File: src/hdl/header_tail_frame_finder_unit_assert.svh
// Assertion macros shared by the frame finder RTL.
`ifndef HEADER_TAIL_FRAME_FINDER_UNIT_ASSERT_SVH
`define HEADER_TAIL_FRAME_FINDER_UNIT_ASSERT_SVH

// Implication checked at each rising edge once reset is released.
`define HTF_ASSERT_IMPL(label, clk, rst_n, ante, cons, msg) \
    label: assert property (@(posedge clk) disable iff (!rst_n) (ante) |-> (cons)) \
        else $error(msg);

// Implication whose consequence is checked in the cycle after the antecedent.
`define HTF_ASSERT_NEXT(label, clk, rst_n, ante, cons, msg) \
    label: assert property (@(posedge clk) disable iff (!rst_n) (ante) |=> (cons)) \
        else $error(msg);

`endif

File: src/hdl/htf_pkg.sv
// Package: constants and types of the header/tail frame finder.
`timescale 1ns / 1ps

package htf_pkg;

    // Longest frame, header included, before the open frame is dropped.
    localparam int MAX_FRAME_LEN = 256;
    // Frame byte counter must hold MAX_FRAME_LEN itself.
    localparam int CNT_W = $clog2(MAX_FRAME_LEN + 1);
    // Compare width for counter versus the 9-bit minimum length register.
    localparam int CMP_W = (CNT_W > 9) ? CNT_W : 9;

    // Counter value at which the first body word leaves the window.
    localparam int BODY_START = 6;
    // Counter value right after the header.
    localparam logic [CNT_W-1:0] CNT_AFTER_HEADER = CNT_W'(2);

    localparam logic [8:0] MIN_LEN_FLOOR = 9'd8;

    // Configuration register indexes.
    localparam logic [1:0] REG_HEADER_PAIR   = 2'd0;
    localparam logic [1:0] REG_TAIL_PAIR     = 2'd1;
    localparam logic [1:0] REG_MIN_FRAME_LEN = 2'd2;

    // Configuration reset values.
    localparam logic [15:0] HEADER_PAIR_RST   = 16'h0FF0;
    localparam logic [15:0] TAIL_PAIR_RST     = 16'hF00F;
    localparam logic [8:0]  MIN_FRAME_LEN_RST = 9'd23;

    // One result word.
    typedef struct packed {
        logic       frame_dropped;
        logic [7:0] body_count;
        logic       frame_done;
        logic [7:0] body_index;
        logic [7:0] body_byte;
        logic       body_valid;
    } t_result;

endpackage

File: src/hdl/header_tail_frame_finder_unit.sv
// Header/tail frame finder: the single module of the deframer.
`timescale 1ns / 1ps

// Byte-stream deframer. Each input word is one received byte. The unit hunts
// for the two header bytes (header_pair), then passes the frame body
// (address, function, control, data) out one byte per word with its index,
// holding the newest three bytes back so that checksum and tail are never
// emitted. A frame ends when the two newest bytes equal tail_pair, the frame
// is at least min_frame_len bytes long (floor 8) and the mod-256 sum of the
// body equals the checksum byte; the last body byte then carries tlast and
// the body count. A frame that reaches MAX_FRAME_LEN bytes is abandoned with
// a single drop word (tuser bit 1), and the consumer discards that frame's
// body. Hunting bytes and the three bytes after the header give no output.
// Throughput is one byte per cycle: each byte is handled by the running
// state update and the one-deep output register, and the input is stalled
// only while a result word waits and the output is not ready. The result
// word is registered; configuration writes apply from the next byte. The
// user must make them only while the stream is idle; the unit has no check.
module header_tail_frame_finder_unit
    import htf_pkg::*;
(
    input  logic        i_clk,
    input  logic        i_rst_n,
    // Configuration write port
    input  logic        i_cfg_we,
    input  logic [1:0]  i_cfg_addr,
    input  logic [15:0] i_cfg_wdata,
    // Input byte stream
    input  logic        s_axis_tvalid,
    output logic        s_axis_tready,
    input  logic [7:0]  s_axis_tdata,   // [7:0] in_byte
    // Result stream
    output logic        m_axis_tvalid,
    input  logic        m_axis_tready,
    output logic [23:0] m_axis_tdata,   // [7:0] body_byte, [15:8] body_index,
                                        // [23:16] body_count
    output logic        m_axis_tlast,   // frame_done
    output logic [1:0]  m_axis_tuser    // [0] body_valid, [1] frame_dropped
);

`include "header_tail_frame_finder_unit_assert.svh"

    // Configuration registers
    logic [15:0] r_header_pair;
    logic [15:0] r_tail_pair;
    logic [8:0]  r_min_frame_len;

    // Frame state
    logic             r_in_frame;
    logic [7:0]       r_prev_byte;
    logic             r_have_prev;
    logic [7:0]       r_win [3];
    logic [7:0]       r_body_sum;
    logic [CNT_W-1:0] r_count;

    // Output register
    logic    r_out_valid;
    t_result r_out;

    // Next values
    logic             n_in_frame;
    logic [7:0]       n_prev_byte;
    logic             n_have_prev;
    logic [7:0]       n_win [3];
    logic [7:0]       n_body_sum;
    logic [CNT_W-1:0] n_count;
    t_result          n_out;
    logic             n_has_result;

    logic             in_acc;
    logic             hdr_hit;
    logic [CNT_W-1:0] cnt_inc;
    logic [CMP_W-1:0] cnt_ext;
    logic [CMP_W-1:0] need_ext;
    logic [CMP_W-1:0] idx_full;
    logic [CMP_W-1:0] len_full;
    logic [7:0]       evicted;
    logic             emit;
    logic             done;
    logic             drop;

    // Accept a new word whenever the output slot is free or being emptied
    assign s_axis_tready = !r_out_valid || m_axis_tready;
    assign in_acc        = s_axis_tvalid && s_axis_tready;

    // Write configuration
    always_ff @(posedge i_clk) begin
        if (!i_rst_n) begin
            r_header_pair   <= HEADER_PAIR_RST;
            r_tail_pair     <= TAIL_PAIR_RST;
            r_min_frame_len <= MIN_FRAME_LEN_RST;
        end else if (i_cfg_we) begin
            case (i_cfg_addr)
                REG_HEADER_PAIR:   r_header_pair   <= i_cfg_wdata;
                REG_TAIL_PAIR:     r_tail_pair     <= i_cfg_wdata;
                REG_MIN_FRAME_LEN: r_min_frame_len <= i_cfg_wdata[8:0];
                default: ;
            endcase
        end
    end

    // Compare and sum terms for the incoming byte
    assign hdr_hit  = r_have_prev && (r_prev_byte == r_header_pair[15:8]) &&
                      (s_axis_tdata == r_header_pair[7:0]);
    assign cnt_inc  = r_count + CNT_W'(1);
    assign cnt_ext  = CMP_W'(cnt_inc);
    assign need_ext = (r_min_frame_len < MIN_LEN_FLOOR) ? CMP_W'(MIN_LEN_FLOOR)
                                                         : CMP_W'(r_min_frame_len);
    assign idx_full = cnt_ext - CMP_W'(BODY_START);
    assign len_full = cnt_ext - CMP_W'(BODY_START - 1);
    assign evicted  = r_win[0];
    assign emit     = cnt_ext >= CMP_W'(BODY_START);
    assign n_body_sum = (r_in_frame && emit) ? r_body_sum + evicted : r_body_sum;
    assign done     = r_in_frame && emit && (cnt_ext >= need_ext) &&
                      (r_win[2] == r_tail_pair[15:8]) &&
                      (s_axis_tdata == r_tail_pair[7:0]) &&
                      (n_body_sum == r_win[1]);
    assign drop     = r_in_frame && !done && (cnt_ext >= CMP_W'(MAX_FRAME_LEN));

    // Next state and result for one byte
    always_comb begin
        n_in_frame   = r_in_frame;
        n_prev_byte  = r_prev_byte;
        n_have_prev  = r_have_prev;
        n_win        = r_win;
        n_count      = r_count;
        n_out        = '0;
        n_has_result = 1'b0;
        if (!r_in_frame) begin
            // Hunt for the header pair
            if (hdr_hit) begin
                n_in_frame  = 1'b1;
                n_count     = CNT_AFTER_HEADER;
                n_have_prev = 1'b0;
                n_prev_byte = '0;
                n_win[0]    = '0;
                n_win[1]    = '0;
                n_win[2]    = '0;
            end else begin
                n_prev_byte = s_axis_tdata;
                n_have_prev = 1'b1;
            end
        end else begin
            // Advance the window and the frame length
            n_count  = cnt_inc;
            n_win[0] = r_win[1];
            n_win[1] = r_win[2];
            n_win[2] = s_axis_tdata;
            if (done) begin
                n_has_result     = 1'b1;
                n_out.body_valid = 1'b1;
                n_out.body_byte  = evicted;
                n_out.body_index = idx_full[7:0];
                n_out.frame_done = 1'b1;
                n_out.body_count = len_full[7:0];
                n_in_frame       = 1'b0;
                n_have_prev      = 1'b0;
                n_prev_byte      = '0;
            end else if (drop) begin
                n_has_result        = 1'b1;
                n_out.frame_dropped = 1'b1;
                n_in_frame          = 1'b0;
                n_have_prev         = 1'b0;
                n_prev_byte         = '0;
            end else if (emit) begin
                n_has_result     = 1'b1;
                n_out.body_valid = 1'b1;
                n_out.body_byte  = evicted;
                n_out.body_index = idx_full[7:0];
            end
        end
    end

    // Update frame state on each accepted byte
    always_ff @(posedge i_clk) begin
        if (!i_rst_n) begin
            r_in_frame  <= 1'b0;
            r_prev_byte <= '0;
            r_have_prev <= 1'b0;
            r_win[0]    <= '0;
            r_win[1]    <= '0;
            r_win[2]    <= '0;
            r_body_sum  <= '0;
            r_count     <= '0;
        end else if (in_acc) begin
            r_in_frame  <= n_in_frame;
            r_prev_byte <= n_prev_byte;
            r_have_prev <= n_have_prev;
            r_win       <= n_win;
            if (!r_in_frame && hdr_hit) begin
                r_body_sum <= '0;
            end else begin
                r_body_sum <= n_body_sum;
            end
            r_count     <= n_count;
        end
    end

    // Hold the result word until taken
    always_ff @(posedge i_clk) begin
        if (!i_rst_n) begin
            r_out_valid <= 1'b0;
        end else if (in_acc) begin
            r_out_valid <= n_has_result;
        end else if (m_axis_tready) begin
            r_out_valid <= 1'b0;
        end
    end

    always_ff @(posedge i_clk) begin
        if (in_acc && n_has_result) begin
            r_out <= n_out;
        end
    end

    assign m_axis_tvalid = r_out_valid;
    assign m_axis_tdata  = {r_out.body_count, r_out.body_index, r_out.body_byte};
    assign m_axis_tlast  = r_out.frame_done;
    assign m_axis_tuser  = {r_out.frame_dropped, r_out.body_valid};

    // Checks
    `HTF_ASSERT_IMPL(a_done_xor_drop, i_clk, i_rst_n, r_out_valid,
        !(r_out.frame_done && r_out.frame_dropped), "frame done and dropped together")
    `HTF_ASSERT_IMPL(a_done_has_byte, i_clk, i_rst_n, r_out_valid && r_out.frame_done,
        r_out.body_valid, "frame done without a body byte")
    `HTF_ASSERT_IMPL(a_count_range, i_clk, i_rst_n, r_in_frame,
        (r_count >= CNT_AFTER_HEADER) && (CMP_W'(r_count) < CMP_W'(MAX_FRAME_LEN)),
        "frame counter out of range")
    `HTF_ASSERT_NEXT(a_end_hunts, i_clk, i_rst_n, in_acc && (done || drop),
        !r_in_frame && !r_have_prev, "frame end did not return to hunting")

endmodule

File: config.mk
export PLATFORM = sky130hd
export DESIGN_NAME = header_tail_frame_finder_unit
export DESIGN_NICKNAME = d
export VERILOG_FILES = /design/src/hdl/htf_pkg.sv /design/src/hdl/header_tail_frame_finder_unit.sv
export VERILOG_INCLUDE_DIRS = /design/src /design/src/hdl
export SDC_FILE = /design/constraint.sdc
export NUM_CORES = 1
export LEC_CHECK = 0
export BUFFER_PORTS_ARGS = -buffer_cell sky130_fd_sc_hd__buf_2
export CORE_MARGIN = 2
export CORE_UTILIZATION = 30
export DETAILED_ROUTE_END_ITERATION = 10
export GPL_TIMING_DRIVEN = 0
export SYNTH_ARGS = -nofsm -noshare
export SYNTH_HDL_FRONTEND = slang
export SYNTH_SLANG_ARGS = --single-unit
File: constraint.sdc
create_clock -name i_clk -period 4.5 [get_ports i_clk]
set_clock_uncertainty 0.1 [all_clocks]
set_input_delay 0.225 -clock i_clk [delete_from_list [all_inputs] [get_ports i_clk]]
set_output_delay 0.225 -clock i_clk [all_outputs]
set_load 0.02 [all_outputs]
==> impl_metrics.json <==
{
  "rsz0062_at_grt": "no",
  "slew_headroom_pct": 31.0,
  "path_buf_inv": 3,
  "period_needed_ns": 4.07,
  "yosys.cell_types.count": 65,
  "regArea_um2": 2670,
  "clock_latency_ns": 0.43,
  "post_drt_wl_per_cell_um": 15.6,
  "drt_iter0_markers": 408,
  "dr.pass1.iters": 5,
  "cp-start-kind": "register",
  "cp-end-kind": "register",
  "cts_buffers": 17,
  "antenna_found_initial": 0,
  "ys_ff_latch": 120,
  "place_congestion": 0.868,
  "synth.cell_area_um2": 6290,
  "synth_warnings": 0,
  "grt-ovfl-total": 0,
  "async_flop_share_pct": 0,
  "grt_max_degree": 35,
  "critical_path_class": "reg2reg",
  "hold_viol": 0,
  "ys_seq_area_share_pct": 42.5,
  "intPower_mw": 2.16,
  "via_per_inst": 4.88,
  "drive_gt1_share_pct": 13.4,
  "slew_violations": 0,
  "portBuffers": 59,
  "hold_path_end": "r_prev_byte[3]$_SDFFE_PN0P_",
  "path_cells": "ha_1 -> buf_2 -> nand3_1 -> xnor2_1 -> inv_1 -> ha_1 -> a21o_1 -> a21o_1 -> a21oi_1 -> o21ai_0 -> a31oi_1 -> nand4b_1 -> o21a_2 -> buf_6 -> nor2_1",
  "r2r_setup_slack_ns": 0.43,
  "min-delay-start": "s_axis_tdata[3]",
  "critPathSlowestCell": "dfxtp_1",
  "syn-instance-count": 707,
  "die_area_um2": 22100,
  "arrival_ns": 4.13,
  "grt_pass1_vias": 5010,
  "vias": 5292,
  "p_seq_share_pct": 41.1,
  "whs_path_depth": 3,
  "cts_setup_buffers": 0,
  "wirelength_um": 16900,
  "multi_input_area_um2": 3370,
  "fin_tns_setup_ns": 0,
  "grt_usage_pct": 16.0,
  "clk_path_buf_depth": 2,
  "drcViolationCount": 0,
  "syn_nets": 760,
  "setup_viol": 0,
  "cp_top_family": "compound AO/OA/AOI/OAI gates",
  "final.period_utilization_pct": 90.5,
  "synth_flop_cell": "dfxtp_1",
  "cts.clk_slew.worst_paths_ns": 0.06,
  "cts_htree_levels": 4,
  "syn_area_per_cell_um2": 8.89,
  "p_leak_nw": 2.99,
  "cap_viol_max_count": 0,
  "n_fill_cell": 2066,
  "core_um2": 20400,
  "switching_share_pct": 21.8,
  "antenna_left": 0,
  "power.density_nw_per_um2": 357,
  "worst_pin_slew_ns": 1.03,
  "power.total_mw": 2.75,
  "dp_hpwl_um": 12300,
  "cp_data_required_time_ns": 4.56,
  "combinationalPowerShare_pct": 5.2,
  "crit_path_max_fanout": 11,
  "fp.dieH_um": 149,
  "cts_tree": "built",
  "die_w_um": 149,
  "initial_utilization_pct": 30.8,
  "cpPeakStageDelay_ns": 0.58,
  "status": "complete, no violations",
  "n_antenna_cell": 0,
  "max_freq_ghz": 0.245,
  "ioPinCount": 60,
  "synth_edf_count": 27,
  "root_buffer": "clkbuf_16",
  "cp.depth": 15,
  "ff2ff_path_depth": 15,
  "grt_pass1_wl_um": 27200,
  "clkPwrFrac_pct": 53.6,
  "min_path_type": "in2reg",
  "p_switching_mw": 0.599,
  "crit-reg2reg-launch": "r_count[0]$_SDFFE_PN0P_",
  "area_delta_synth_final_pct": 22.8,
  "row_count": 52,
  "r2r_end": "m_axis_tdata[8]$_SDFFCE_PN0P_",
  "cts.sinks": 120,
  "nNetsFinal": 854,
  "ir_worst_vdd_uv": 287
}
==> cell families after synthesis <==
group | count (synthesis) | synth area share [%]
xor gates and xnor gates | 69 | 10.1
adders and majority gates | 22 | 4.50
muxes | 3 | 0.478
DFF | 120 | 42.5
and+or+nand+nor | 314 | 25.1
AOI/OAI and AO/OA | 120 | 13.5
buffers and inverters | 59 | 3.86
==> repair_timing <==
action / CTS / global route
endpoints found under the hold margin: 36 / 0
resized for setup: 0 / 1
hold buffers: 16 / 0
setup endpoints to repair: 0 / 1
==> power groups by stage <==
stage	sequential, mW	combinational, mW	clock (mW)
final	1.13	0.144	1.48
after global placement	1.16	0.132	0
after detailed placement	1.16	0.132	0
after CTS	1.13	0.143	1.50
after global routing	1.13	0.159	1.55
after floorplan	1.15	0.0801	0
==> worst register-to-register path, stage by stage (launching register included) <==
cell and delay, ns:
dfxtp_1 0.58, ha_1 0.22, buf_2 0.22, nand3_1 0.16, xnor2_1 0.45, inv_1 0.12
ha_1 0.33, a21o_1 0.16, a21o_1 0.17, a21oi_1 0.12, o21ai_0 0.11, a31oi_1 0.33
nand4b_1 0.20, o21a_2 0.28, buf_6 0.20, nor2_1 0.05
==> how the worst max path moves through the flow <==
stage | from | end | slack [ns]
after floorplan | r_count[0]$_SDFFE_PN0P_ | m_axis_tdata[8]$_SDFFCE_PN0P_ | 1.21
after global placement | r_count[0]$_SDFFE_PN0P_ | r_body_sum[2]$_SDFFE_PN0P_ | 0.44
after detailed placement | r_count[0]$_SDFFE_PN0P_ | r_body_sum[2]$_SDFFE_PN0P_ | 0.43
after CTS | r_count[0]$_SDFFE_PN0P_ | r_body_sum[5]$_SDFFE_PN0P_ | 0.30
after global routing | r_count[0]$_SDFFE_PN0P_ | m_axis_tdata[8]$_SDFFCE_PN0P_ | 0.13
final | r_count[0]$_SDFFE_PN0P_ | m_axis_tdata[8]$_SDFFCE_PN0P_ | 0.43
==> placed cells by master (no fill, tap or decap), types with 5 or more instances in the layout <==
master / netlist / final
and2_1: 7 / 7
a21boi_0: 22 / 22
clkbuf_16: 0 / 17
a21o_1: 5 / 5
ha_1: 21 / 21
and3_1: 5 / 5
buf_2: 5 / 64
xnor2_1: 54 / 54
xor2_1: 13 / 13
clkbuf_1: 29 / 30
nand4_1: 14 / 14
a22oi_1: 36 / 36
nor3_1: 9 / 9
o21ai_0: 20 / 20
dlygate4sd3_1: 0 / 16
a21oi_1: 9 / 9
nand3_1: 56 / 56
nand2_1: 110 / 110
bufinv_16: 0 / 5
edfxtp_1: 27 / 27
inv_1: 21 / 21
nor2_1: 35 / 35
nand2b_1: 8 / 8
dfxtp_1: 93 / 93
nor2b_1: 43 / 43
==> registers in the layout, summed over array words and instances, names as in the netlist <==
signal,flops
m_axis_tdata,24
r_in_frame,1
m_axis_tlast,1
r_body_sum,8
r_prev_byte,8
r_win,16
evicted,8
r_tail_pair,16
r_count,9
r_header_pair,16
r_have_prev,1
m_axis_tvalid,1
r_min_frame_len,9
m_axis_tuser,2
==> stage by stage <==
step	cells	hold WS, ns	instance area (um^2)	utilization, %	setup slack (ns)
floorplan	707	0.247	6290	-	1.21
global placement	1036	0.365	6920	33.9	0.436
detailed placement	1036	0.374	6920	33.9	0.431
CTS	1084	0.0248	7720	37.8	0.300
global route	1084	0.0422	7720	37.8	0.126
finish	1084	0.0398	7720	37.8	0.426
==> per-layer routing <==
| layer | GRT usage (%) | share of wire [%] | routed length, um | up-vias |
|---|---|---|---|---|
| met2 | 24.3 | 44 | 7350 | 170 |
| met3 | 3.46 | 5.8 | 979 | 28 |
| met1 | 22.0 | 49 | 8180 | 2438 |
| met5 | 0 | 0 | 0 | - |
| li1 | - | - | - | 2656 |
| met4 | 6.86 | 2.1 | 355 | 0 |
==> synth_stat cells (2+ instances only) <==
cell / n / share of area (%)
nand2_1: 110 / 6.6
dfxtp_1: 93 / 30
nand3_1: 56 / 4.5
xnor2_1: 54 / 7.5
nor2b_1: 43 / 4.3
a22oi_1: 36 / 4.3
nor2_1: 35 / 2.1
clkbuf_1: 29 / 1.7
edfxtp_1: 27 / 13
a21boi_0: 22 / 2.6
ha_1: 21 / 4.2
inv_1: 21 / 1.3
o21ai_0: 20 / 1.6
nand4_1: 14 / 1.4
xor2_1: 13 / 1.8
a21oi_1: 9 / 0.72
nor3_1: 9 / 0.72
nand2b_1: 8 / 0.80
and2_1: 7 / 0.70
a21o_1: 5 / 0.60
and3_1: 5 / 0.50
buf_2: 5 / 0.40
a211oi_1: 4 / 0.48
mux2i_1: 3 / 0.48
nand3b_1: 3 / 0.36
nor3b_1: 3 / 0.36
nor4_1: 3 / 0.30
o21ai_1: 3 / 0.24
a311oi_1: 2 / 0.28
and3b_1: 2 / 0.28
and4_1: 2 / 0.28
buf_6: 2 / 0.36
nor2b_2: 2 / 0.28
o211ai_1: 2 / 0.24
o21a_1: 2 / 0.24
o311a_1: 2 / 0.32
or3_1: 2 / 0.20
==> area by class of cell <==
cell class | count | share of cell area [%]
Tap cell | 270 | 4.38
Timing Repair Buffer | 75 | 5.90
Inverter | 23 | 1.17
Clock inverter | 14 | 2.66
Sequential cell | 120 | 34.6
Buffer | 36 | 2.03
Clock buffer | 18 | 5.56
Multi-Input combinational cell | 528 | 43.7
Power figures use the tool's default switching activity.
